$ cat config.mk
export PLATFORM = sky130hd
export DESIGN_NAME = swms_div
export DESIGN_NICKNAME = d
export VERILOG_FILES = /design/src/rtl/swms_pkg.sv /design/src/rtl/swms_div.sv
export SDC_FILE = /design/constraint.sdc
export NUM_CORES = 1
export LEC_CHECK = 0
export ABC_AREA = 0
export BUFFER_PORTS_ARGS = -buffer_cell sky130_fd_sc_hd__buf_4
export CAP_MARGIN = 20
export CELL_PAD_IN_SITES_DETAIL_PLACEMENT = 1
export CELL_PAD_IN_SITES_GLOBAL_PLACEMENT = 1
export CORE_MARGIN = 2
export CORE_UTILIZATION = 43
export DETAILED_ROUTE_END_ITERATION = 8
export PLACE_DENSITY_LB_ADDON = 0.1
export SETUP_SLACK_MARGIN = 0.02
export SLEW_MARGIN = 30
export SYNTH_ARGS = -nofsm -noshare
export SYNTH_HDL_FRONTEND = slang
export SYNTH_SLANG_ARGS = --single-unit
$ cat constraint.sdc
create_clock -name clk -period 6.8 [get_ports clk]
set_clock_uncertainty 0.05 [all_clocks]
set_input_delay 0.68 -clock clk [delete_from_list [all_inputs] [get_ports clk]]
set_output_delay 0.68 -clock clk [all_outputs]
set_load 0.01 [all_outputs]
$ cat src/rtl/swms_pkg.sv
// ----------------------------------------------------------------------------
// swms_pkg: shared types and constants for the sorted window minimum spread
// Widths of samples, running sums and scores, config register indexes, the
// control state encoding and the divider status word.
// ----------------------------------------------------------------------------
package swms_pkg;

    localparam int SAMPLE_W   = 24;
    localparam int WINDOW_MAX = 256;
    localparam int ADDR_W     = $clog2(WINDOW_MAX);
    localparam int LEN_W      = $clog2(WINDOW_MAX + 1);
    localparam int SUM_W      = SAMPLE_W + ADDR_W + 1;
    localparam int SQ_W       = 2 * SAMPLE_W;
    localparam int SQSUM_W    = 2 * SAMPLE_W - 2 + ADDR_W + 1;
    localparam int MAG_W      = SUM_W - 1;
    localparam int DIFF_W     = SAMPLE_W + 1;
    localparam int KEY_W      = 64;
    localparam int CRIT_W     = 63;
    localparam int DIV_W      = KEY_W;
    localparam int DIV_CNT_W  = $clog2(DIV_W + 1);
    localparam int CFG_IDX_W  = 2;
    localparam int CFG_DATA_W = LEN_W;

    localparam logic [CFG_IDX_W-1:0] REG_WINDOW_LEN    = 2'd0;
    localparam logic [CFG_IDX_W-1:0] REG_VARIANCE_MODE = 2'd1;

    typedef enum logic [3:0] {
        ST_IDLE,
        ST_READ,
        ST_SQ,
        ST_MUL,
        ST_CMP,
        ST_FIN,
        ST_SQR,
        ST_DIVK,
        ST_DIVC,
        ST_OUT
    } state_t;

    typedef struct packed {
        logic done;
        logic rem_nz;
    } div_stat_t;

endpackage

$ cat src/rtl/swms_div.sv
// ----------------------------------------------------------------------------
// swms_div: iterative unsigned divider
// Restoring division, one quotient bit per cycle, by a window length divisor.
// Done pulses once the last step is taken; quotient stays until next start.
// ----------------------------------------------------------------------------
module swms_div (
    input  logic                             clk,
    input  logic                             rst_n,
    input  logic                             start,
    input  logic [swms_pkg::DIV_W-1:0]       dividend,
    input  logic [swms_pkg::LEN_W-1:0]       divisor,
    output logic [swms_pkg::DIV_W-1:0]       quotient,
    output swms_pkg::div_stat_t              stat
);

    logic                               busy_reg;
    logic                               done_reg;
    logic [swms_pkg::DIV_CNT_W-1:0]     cnt_reg;
    logic [swms_pkg::DIV_W-1:0]         work_reg;
    logic [swms_pkg::LEN_W-1:0]         rem_reg;
    logic [swms_pkg::LEN_W-1:0]         dsr_reg;

    logic [swms_pkg::LEN_W:0]           rem_sh;
    logic                               ge;
    logic [swms_pkg::LEN_W:0]           rem_sub;
    logic [swms_pkg::LEN_W-1:0]         rem_next;

    // shift in the next dividend bit, subtract when it fits
    assign rem_sh   = {rem_reg, work_reg[swms_pkg::DIV_W-1]};
    assign ge       = rem_sh >= {1'b0, dsr_reg};
    assign rem_sub  = rem_sh - {1'b0, dsr_reg};
    assign rem_next = ge ? rem_sub[swms_pkg::LEN_W-1:0] : rem_sh[swms_pkg::LEN_W-1:0];

    always_ff @(posedge clk or negedge rst_n)
    begin
        if (!rst_n)
        begin
            busy_reg <= 1'b0;
            done_reg <= 1'b0;
            cnt_reg  <= '0;
        end
        else
        begin
            done_reg <= 1'b0;
            if (start)
            begin
                busy_reg <= 1'b1;
                cnt_reg  <= swms_pkg::DIV_CNT_W'(swms_pkg::DIV_W);
            end
            else if (busy_reg)
            begin
                cnt_reg <= cnt_reg - 1'b1;
                if (cnt_reg == swms_pkg::DIV_CNT_W'(1))
                begin
                    busy_reg <= 1'b0;
                    done_reg <= 1'b1;
                end
            end
        end
    end

    always_ff @(posedge clk)
    begin
        if (start)
        begin
            work_reg <= dividend;
            rem_reg  <= '0;
            dsr_reg  <= divisor;
        end
        else if (busy_reg)
        begin
            work_reg <= {work_reg[swms_pkg::DIV_W-2:0], ge};
            rem_reg  <= rem_next;
        end
    end

    assign quotient    = work_reg;
    assign stat.done   = done_reg;
    assign stat.rem_nz = rem_reg != '0;

endmodule
# --- Yosys cells after proc, flatten, opt, wreduce, memory -nomap -nowiden ---
# Cells that the tools add are included.
op_classes:
  addsub: 2
  magnitude_cmp: 1
  eq_ne: 1
  mux: 11
  reduce_logical: 2
ops:
  columns: ["cell", "count"]
  rows:
  - ["2-to-1 mux 64 bit", 2]
  - ["2-to-1 mux 7 bit", 2]
  - [">= comparator 10 x 9 -> 1 bit", 1]
  - ["2-to-1 mux 9 bit", 1]
  - ["nonzero test 9 bit", 1]
  - ["subtractor 9 bit", 1]
  - ["equality test 7 x 1 -> 1 bit, second input constant", 1]
  - ["subtractor 7 x 1 -> 7 bit, second input constant", 1]
  - ["2-to-1 mux 1 bit", 6]
  - ["nonzero test 2 bit", 1]
totals:
  regBits: 91
  output_inout_bits: 66

# --- Longest topological paths before layout ---
# Gate-level depths: netlist of run 1.
logic_depth:
  ltp_word: 4
  ltp_mapped: 9
  ltp_nobuf: 9

# --- Least setup slack after synthesis of run 1 ---
# OpenSTA, ideal clock, no wires.
synth_timing:
  path_type: "in2reg"
  from: "input start"
  to: "register work_reg (netlist bit quotient[0]) (enable)"
  setup_ps: 418
  arrival_ps: 2606
  setup_slack_ps: 3726
  cell_stages: 4
  cell_sequence: "clkbuf_1 > clkbuf_1 > nor2_1 > inv_1"
synth_between:
  elab_chain_len: 1
synth_rtl:
  columns: ["item", "line_no", "text"]
  rows:
  - ["start, declared", "swms_div.sv:9", "input logic start,"]
  - ["nonzero test 2 bit (no line)", null, null]
  - ["end signal, assigned", "swms_div.sv:66", "work_reg <= dividend;"]
  - ["end signal, assigned", "swms_div.sv:72", "work_reg <= {work_reg[swms_pkg::DIV_W-2:0], ge};"]
  - ["end, declared", "swms_div.sv:19", "logic [swms_pkg::DIV_W-1:0] work_reg;"]
# No other way between the ends.
# A chain may end at the register's enable or synchronous reset.

# --- Worst setup path after layout of run 1 ---
layout_timing:
  from: "register work_reg (netlist bit quotient[63])"
  to: "register rem_reg[5] (netlist name)"
layout_between:
  elab_chain_len: 2
  elab_cells_between_ends: 3
  cone_classes: "add/sub: 1; order compare: 1; mux: 1"
layout_rtl:
  columns: ["item", "line_no", "text"]
  rows:
  - ["subtractor 9 bit / >= comparator 10 x 9 -> 1 bit (equally long branches)", "swms_div.sv:31, swms_div.sv:30", null]
  - ["2-to-1 mux 9 bit (*)", "swms_div.sv:32", "assign rem_next = ge ? rem_sub[swms_pkg::LEN_W-1:0] : rem_sh[swms_pkg::LEN_W-1:0];"]
  - ["end signal, assigned", "swms_div.sv:73", "rem_reg <= rem_next;"]
  - ["end, declared", "swms_div.sv:20", "logic [swms_pkg::LEN_W-1:0] rem_reg;"]
# Mark *: on every way between the ends. The rest lies on a longest branch, timed or not.

==> reports/results.ini, run 1 <==
[run_status]
outcome=finished, final reports clean

[critical_path]
r2r-end=rem_reg[5]
startpoint_type=register
r2r_setup_slack_ns=4.24
worstPathMaxFanout=6
r2r_start=quotient[63]
cp-end-kind=register
cp.arrival_ns=2.80
worstRegToRegCells=9
path_class=register to register
worst_ep_required_time_ns=7.04

[clock_network]
htreeDepth=3
clk_latency_ns=0.38
cts_root_buf=clkbuf_8
postCtsSetupBuffers=0
cts_buffer_depth=2
cts_resized=0
cts.sinks=91
cts_tree=built
cts_made_buffers=9
clk_pin_slew_ns=0.09
cts_hold_buf=0

[final_layout]
largest_reg_flops=64
areaGrowthSynthToFinish_pct=32.5
finalNetCount=527
final_util_pct=58.4
drive_above_1_share_pct=52.1
n_antenna_cell=0

[timing]
maxSlewHeadroom_pct=43.2
final.period_utilization_pct=37.6
finalHoldViolCount=0
slew_violations=0
timing.hold.ws_ns=0.0582
setup_viol=0
tightest_slew_ns=0.852
fmax_mhz=391
fin_tns_setup_ns=0
min_period_ns=2.56
grt_setup_unrepaired=no

[yosys]
synthesis.nets=386
synth_cells=298
synth_ff_type=edfxtp_1
synth_area_leaders=edfxtp_1 (51%), mux2_2 (17%), dfrtp_1 (5.2%), dfxtp_1 (4.2%), ha_1 (3.2%)
netlist_area_um2=4290
syn_avg_cell_area_um2=14.4
synth_edf_count=73
synth_top_cell_by_area=edfxtp_1
yosysUniqueCellTypes=46
seq_area_frac_synth_pct=60.5
ys_ff_latch=91
synthArstFlopShare_pct=9.89
yosysWarnings=0
netlist.area_leader.share_pct=51.1
synth.top_cells.by_count=edfxtp_1 (73), mux2_2 (65), nor2_1 (21), inv_1 (15)
synth_most_common_cell=edfxtp_1

[drt]
wire_per_inst_um=17.8
first_pass_iters=4
postRouteAntennaNets=0
drc=0
vias=2933
vias_per_cell=5.09
drt_iter0_markers=113
routed_wl_um=10200

[global_routing]
grt_max_degree=65
antenna_found_initial=0
grt_overflow_total=0
first_global_vias=3190
grt_pass1_wl_um=16500
grt.total_usage_pct=19.9

[die]
die_x_um=104
die_area_um2=10800
dieHeight_um=104
core-area_um2=9730
core.rowCount=36
start_util_pct=44.1
ios=142

[pwr]
p_leak_nw=2.40
powerDensity_nw_per_um2=301
ir_drop_mv=0.199

[placed_design]
routabilityCongestion=0.763
io_buffer_count=141
dpl.hpwl_um=7350

[flow_run]
maxCapViolations=0

[hold_path]
hold_class=primary input to async pin

## per-layer routing
metal / part of all wire (%) / vias up / global-route usage [%] / routed length, µm
li1: - / 1405 / - / -
met1: 39 / 1420 / 22.1 / 4010
met2: 50 / 93 / 33.1 / 5120
met3: 8.7 / 15 / 9.09 / 892
met4: 2.1 / 0 / 8.30 / 216
met5: 0 / - / 0 / 0
## power by group
group          leakage (nW)  switching, mW  total [mW]  internal (mW)
logic                  1.35          0.257       0.530          0.272
registers             0.951         0.0735       0.786          0.712
clock network         0.103          0.192       0.394          0.202
## kinds of logic (layout without fill, tap and decap cells)
kind of cell | Yosys count | count (layout) | synth area share [%]
AO/OA/AOI/OAI | 31 | 31 | 5.92
adder cells (fa/ha/maj) | 12 | 12 | 3.67
AND/OR/NAND/NOR | 56 | 56 | 7.03
multiplexers | 71 | 71 | 18.5
XOR/XNOR | 9 | 9 | 1.84
flip-flops | 91 | 91 | 60.5
buffers and inverters | 28 | 173 | 2.54
## stage by stage
stage | setup WS (ns) | total power, mW | instances | instance area (µm²)
6_report | 4.24 | 1.71 | 576 | 5680
3_5_place_dp | 4.25 | 1.33 | 561 | 5480
3_3_place_gp | 4.30 | 1.31 | 561 | 5480
4_1_cts | 4.22 | 1.73 | 576 | 5680
2_1_floorplan | 3.73 | 1.11 | 298 | 4290
5_1_grt | 4.05 | 1.81 | 576 | 5680
## layout by cell type (no fill, tap or decap), types with 3 or more instances in the layout
cell / instances
nor3_1: 7
ha_1: 11
nand2_1: 6
a311oi_1: 3
xnor2_1: 4
dfrtp_1: 9
nor2_1: 21
edfxtp_1: 73
mux2i_1: 6
a21oi_1: 6
nand3_1: 5
a211oi_1: 5
xor2_1: 5
inv_1: 14
buf_4: 143
nand2b_1: 3
clkbuf_8: 9
mux2_2: 65
dfxtp_1: 9
## how the worst max path moves through the flow
stage	startpoint	endpoint	slack (ns)	cells past startpoint
floorplan	start	quotient[0]	3.73	4
global placement	quotient[63]	quotient[0]	4.30	8
detailed placement	quotient[63]	rem_reg[5]	4.25	9
CTS	quotient[63]	rem_reg[5]	4.22	9
global route	quotient[63]	rem_reg[0]	4.05	9
finish	quotient[63]	rem_reg[5]	4.24	9
## area by class of cell
type | count | area [µm²]
clock buffer | 9 | 124
clock inverter | 6 | 81.3
fill | 1034 | 4050
inverter | 15 | 56.3
multi-input combinational | 179 | 1580
sequential | 91 | 2600
tap | 133 | 166
timing repair buffer | 143 | 1070
## worst max-delay path, cell delays in order, from the launching register on
cell and delay (ns):
edfxtp_1 0.41, inv_1 0.08, ha_1 0.15, inv_1 0.05
fa_1 0.42, a211oi_2 0.33, o31a_1 0.32, o211a_2 0.31
nand2_1 0.09, a311oi_2 0.26
No activity file was read; power rests on OpenSTA's default activity.
==> run 2, diff against run 1 <==
--- a/config.mk
+++ b/config.mk
@@ -11,7 +11,7 @@
 export CELL_PAD_IN_SITES_DETAIL_PLACEMENT = 1
 export CELL_PAD_IN_SITES_GLOBAL_PLACEMENT = 1
 export CORE_MARGIN = 2
-export CORE_UTILIZATION = 43
+export CORE_UTILIZATION = 36
 export DETAILED_ROUTE_END_ITERATION = 8
 export PLACE_DENSITY_LB_ADDON = 0.1
 export SETUP_SLACK_MARGIN = 0.02
==> constraint.sdc (replaced) <==
create_clock -name clk -period 2.1 [get_ports clk]
set_clock_uncertainty 0.05 [all_clocks]
set_input_delay 0.21 -clock clk [delete_from_list [all_inputs] [get_ports clk]]
set_output_delay 0.21 -clock clk [all_outputs]
set_load 0.01 [all_outputs]
==> reports/results.ini, run 2 (synthesized netlist as in run 1, its figures left out) <==
[drt]
routed_wl_um=11200
drc=1
first_pass_iters=6
wire_per_inst_um=17.8
drt_iter0_markers=85
postRouteAntennaNets=0
vias=3135
vias_per_cell=4.99

[critical_path]
worstPathMaxFanout=4
cp-end-kind=register
worst_ep_required_time_ns=2.31
cp.arrival_ns=2.55
startpoint_type=register
path_class=register to register

[placed_design]
io_buffer_count=141
pre_cts_ws_ns=-0.229
routabilityCongestion=0.759
dpl.hpwl_um=8160

[global_routing]
first_global_vias=3426
grt_overflow_total=0
grt.total_usage_pct=17.7
grt_max_degree=35
antenna_found_initial=0
grt_pass1_wl_um=17500

[timing]
tightest_slew_ns=0.511
fin_tns_setup_ns=-1.72
setup_viol=10
slew_violations=0
final.period_utilization_pct=111
maxSlewHeadroom_pct=65.5
fmax_mhz=427
timing.hold.ws_ns=0.122
grt_setup_unrepaired=yes
worst_slack_ns=-0.240
finalHoldViolCount=0
min_period_ns=2.34

[final_layout]
final_util_pct=53.9
drive_above_1_share_pct=55.9
final_cell_mix=buf_4 (171), edfxtp_1 (73), mux2_2 (65)
n_antenna_cell=0
areaGrowthSynthToFinish_pct=44.7
largest_reg_flops=64
finalNetCount=568
final_common_cell=buf_4

[clock_network]
cts_root_buf=clkbuf_16
htreeDepth=3
clk_pin_slew_ns=0.06
cts_made_buffers=9
cts_tree=built
clk_latency_ns=0.34
cts.sinks=91
cts_buffer_depth=2

[die]
core.rowCount=39
dieHeight_um=113
die_x_um=113
ios=142
die_area_um2=12800
core-area_um2=11500
start_util_pct=37.3

[run_status]
violations=DRC, setup timing
outcome=complete, but fails checks

[pwr]
ir_drop_mv=0.391
p_total_mw=6.26
p_leak_nw=2.65
powerDensity_nw_per_um2=1010

[flow_run]
maxCapViolations=0

[hold_path]
hold_class=primary input to register

[run 2: power by group]
| part | switching (mW) | internal [mW] |
|---|---|---|
| sequential | 0.212 | 2.31 |
| combinational | 0.984 | 1.14 |
| clock | 0.660 | 0.951 |
| total | 1.86 | 4.41 |
[run 2: worst max-delay path: stages, from the launching register on]
cell,delay (ns)
edfxtp_1,0.39
inv_1,0.07
ha_2,0.18
inv_2,0.04
fa_2,0.36
a211oi_4,0.23
o31a_1,0.29
o211ai_4,0.13
buf_6,0.15
mux2i_1,0.13
a211oi_2,0.22
[run 2: stage by stage]
stage	instance area (µm²)	std cells
CTS	6150	627
finish	6210	628
floorplan	4320	298
detailed placement	5740	599
global placement	5740	599
global route	6210	628
[run 2: final timing paths]
kind	startpoint	slack (ns)	cells past startpoint	to
min in group asynchronous	rst_n	0.20	2	busy_reg
max	quotient[63]	-0.24	10	rem_reg[4]
max reg2reg	quotient[63]	-0.24	10	rem_reg[4]
min	dividend[32]	0.12	2	quotient[32]
max in group asynchronous	rst_n	1.66	2	cnt_reg[2]
min reg2reg	cnt_reg[5]	0.51	2	cnt_reg[5]
[run 2: final cells by class]
cell class                 count  area, µm²
sequential                    91       2600
clock buffer                  13        250
inverter                      15       60.1
tap                          143        179
multi-input combinational    179       1650
fill                        1204       5310
timing repair buffer         184       1440
clock inverter                 3       38.8
[run 2: what timing repair did]
item | 4_1_cts | 5_1_grt
endpoints found under the setup margin | 10 | 10
gates resized for setup | 1 | 11
pin swaps | 4 | 9
buffers inserted | 2 | 1
endpoints found under the hold margin | 18 | 0
hold buffers | 10 | 0
[run 2: metal layers]
metal,track usage [%],share of wire [%]
met4,7.15,2.1
met1,20.6,39
met3,5.73,6.7
met2,30.1,52
met5,0,0
==> run 3, diff against run 2 <==
--- a/config.mk
+++ b/config.mk
@@ -11,7 +11,7 @@
 export CELL_PAD_IN_SITES_DETAIL_PLACEMENT = 1
 export CELL_PAD_IN_SITES_GLOBAL_PLACEMENT = 1
 export CORE_MARGIN = 2
-export CORE_UTILIZATION = 36
+export CORE_UTILIZATION = 43
 export DETAILED_ROUTE_END_ITERATION = 8
 export PLACE_DENSITY_LB_ADDON = 0.1
 export SETUP_SLACK_MARGIN = 0.02
==> constraint.sdc (replaced) <==
create_clock -name clk -period 2.9 [get_ports clk]
set_clock_uncertainty 0.05 [all_clocks]
set_input_delay 0.29 -clock clk [delete_from_list [all_inputs] [get_ports clk]]
set_output_delay 0.29 -clock clk [all_outputs]
set_load 0.01 [all_outputs]
==> reports/results.ini, run 3 (synthesized netlist as in run 1, its figures left out) <==
[final_layout]
final_common_cell=buf_4
finalNetCount=530
n_antenna_cell=0
largest_reg_flops=64
areaGrowthSynthToFinish_pct=32.3
final_cell_mix=buf_4 (143), edfxtp_1 (73), mux2_2 (65)
final_util_pct=58.3
drive_above_1_share_pct=51.7

[clock_network]
postCtsSetupBuffers=0
clk_pin_slew_ns=0.09
cts.sinks=91
cts_tree=built
cts_root_buf=clkbuf_8
cts_made_buffers=9
clk_latency_ns=0.34
htreeDepth=3
cts_buffer_depth=2

[critical_path]
worstRegToRegCells=8
cp.arrival_ns=2.60
path_class=register to register
r2r-end=quotient[0]
critical_path.top_delay_family=compound AO/OA/AOI/OAI gates
r2r_setup_slack_ns=0.36
startpoint_type=register
max_stage_delay_ns=0.42
worst_ep_required_time_ns=2.96
startpoint=quotient[63]
critPathBufInv=2
cp_slowest_cell=edfxtp_1
worstPathMaxFanout=8
crit_chain=inv_1 > ha_1 > inv_1 > fa_1 > a211oi_2 > o31a_1 > o211ai_4 > mux2_2
r2r_start=quotient[63]
cp-end-kind=register
cp_common_cell=inv_1

[timing]
maxSlewHeadroom_pct=61.9
tightest_slew_ns=0.571
slew_violations=0
finalHoldViolCount=0
final.period_utilization_pct=87.6
worst_slack_ns=0.360
setup_viol=0
grt_setup_unrepaired=no
fin_tns_setup_ns=0
min_period_ns=2.54
fmax_mhz=394

[die]
core-area_um2=9730
dieHeight_um=104
start_util_pct=44.1
die_x_um=104
ios=142
core.rowCount=36
die_area_um2=10800

[global_routing]
first_global_vias=3176
grt_pass1_wl_um=16200
grt_overflow_total=0
antenna_found_initial=0
grt_max_degree=65
grt.total_usage_pct=19.0

[pwr]
powerDensity_nw_per_um2=672
p_leak_nw=2.39
ir_drop_mv=0.312

[flow_run]
maxCapViolations=0

[placed_design]
dpl.hpwl_um=7290
routabilityCongestion=0.813
pre_cts_ws_ns=0.355
io_buffer_count=141

[hold_path]
hp-start=divisor[6]
hold_end=dsr_reg[6]
holdPathStages=1
hold_class=primary input to register

[drt]
vias=2910
vias_per_cell=5.03
postRouteAntennaNets=0
drt_iter0_markers=84
wire_per_inst_um=17.4
routed_wl_um=10000
drc=0
first_pass_iters=6

[run_status]
outcome=finished, final reports clean

-- run 3: changes by cell type in the layout (fill, tap and decap cells not counted), sizes merged --
cell and delta:
buf -29, dlygate4sd3 -9, clkinv +1, clkbuf -3, bufinv -1, inv +1
-- run 3: how the worst max path moves through the flow --
stage             endpoint  slack [ns]  depth (start not counted)
2_1_floorplan  quotient[0]        0.22                          4
5_1_grt         rem_reg[7]        0.16                          9
4_1_cts        quotient[0]        0.35                          8
3_3_place_gp   quotient[0]        0.44                          8
6_report       quotient[0]        0.36                          8
3_5_place_dp   quotient[0]        0.36                          8
-- run 3: repair_timing --
item,CTS,global route
hold buffers,1,0
gates resized for setup,0,0
hold endpoints to repair,9,0
-- run 3: power breakdown --
group	internal, mW	switching [mW]	leakage [nW]	total, mW
Clock	0.296	0.431	0.0731	0.728
Sequential	1.67	0.160	0.951	1.83
Combinational	0.644	0.610	1.37	1.25
Total	2.61	1.20	2.39	3.81
-- run 3: through the flow --
stage | power [mW] | instances | hold slack [ns] | cell area, µm²
after floorplan | 2.61 | 298 | -0.0556 | 4290
after global placement | 3.07 | 563 | 0.0684 | 5520
after detailed placement | 3.12 | 563 | 0.0699 | 5520
after CTS | 3.85 | 578 | 0.0465 | 5680
after global routing | 4.04 | 578 | 0.0483 | 5680
final | 3.81 | 578 | 0.0651 | 5680
-- run 3: cell type report --
cell class                      instances  area (µm²)
Inverter                               15        56.3
Multi-Input combinational cell        179        1580
Fill cell                            1034        4050
Timing Repair Buffer                  146        1120
Clock buffer                           10         128
Tap cell                              133         166
Sequential cell                        91        2600
Clock inverter                          4        20.0
-- run 3: layer usage --
metal / global-route usage, % / part of all wire, %
met5: 0 / 0
met4: 5.69 / 1.4
met3: 6.08 / 7.0
met2: 32.2 / 50
met1: 23.2 / 42
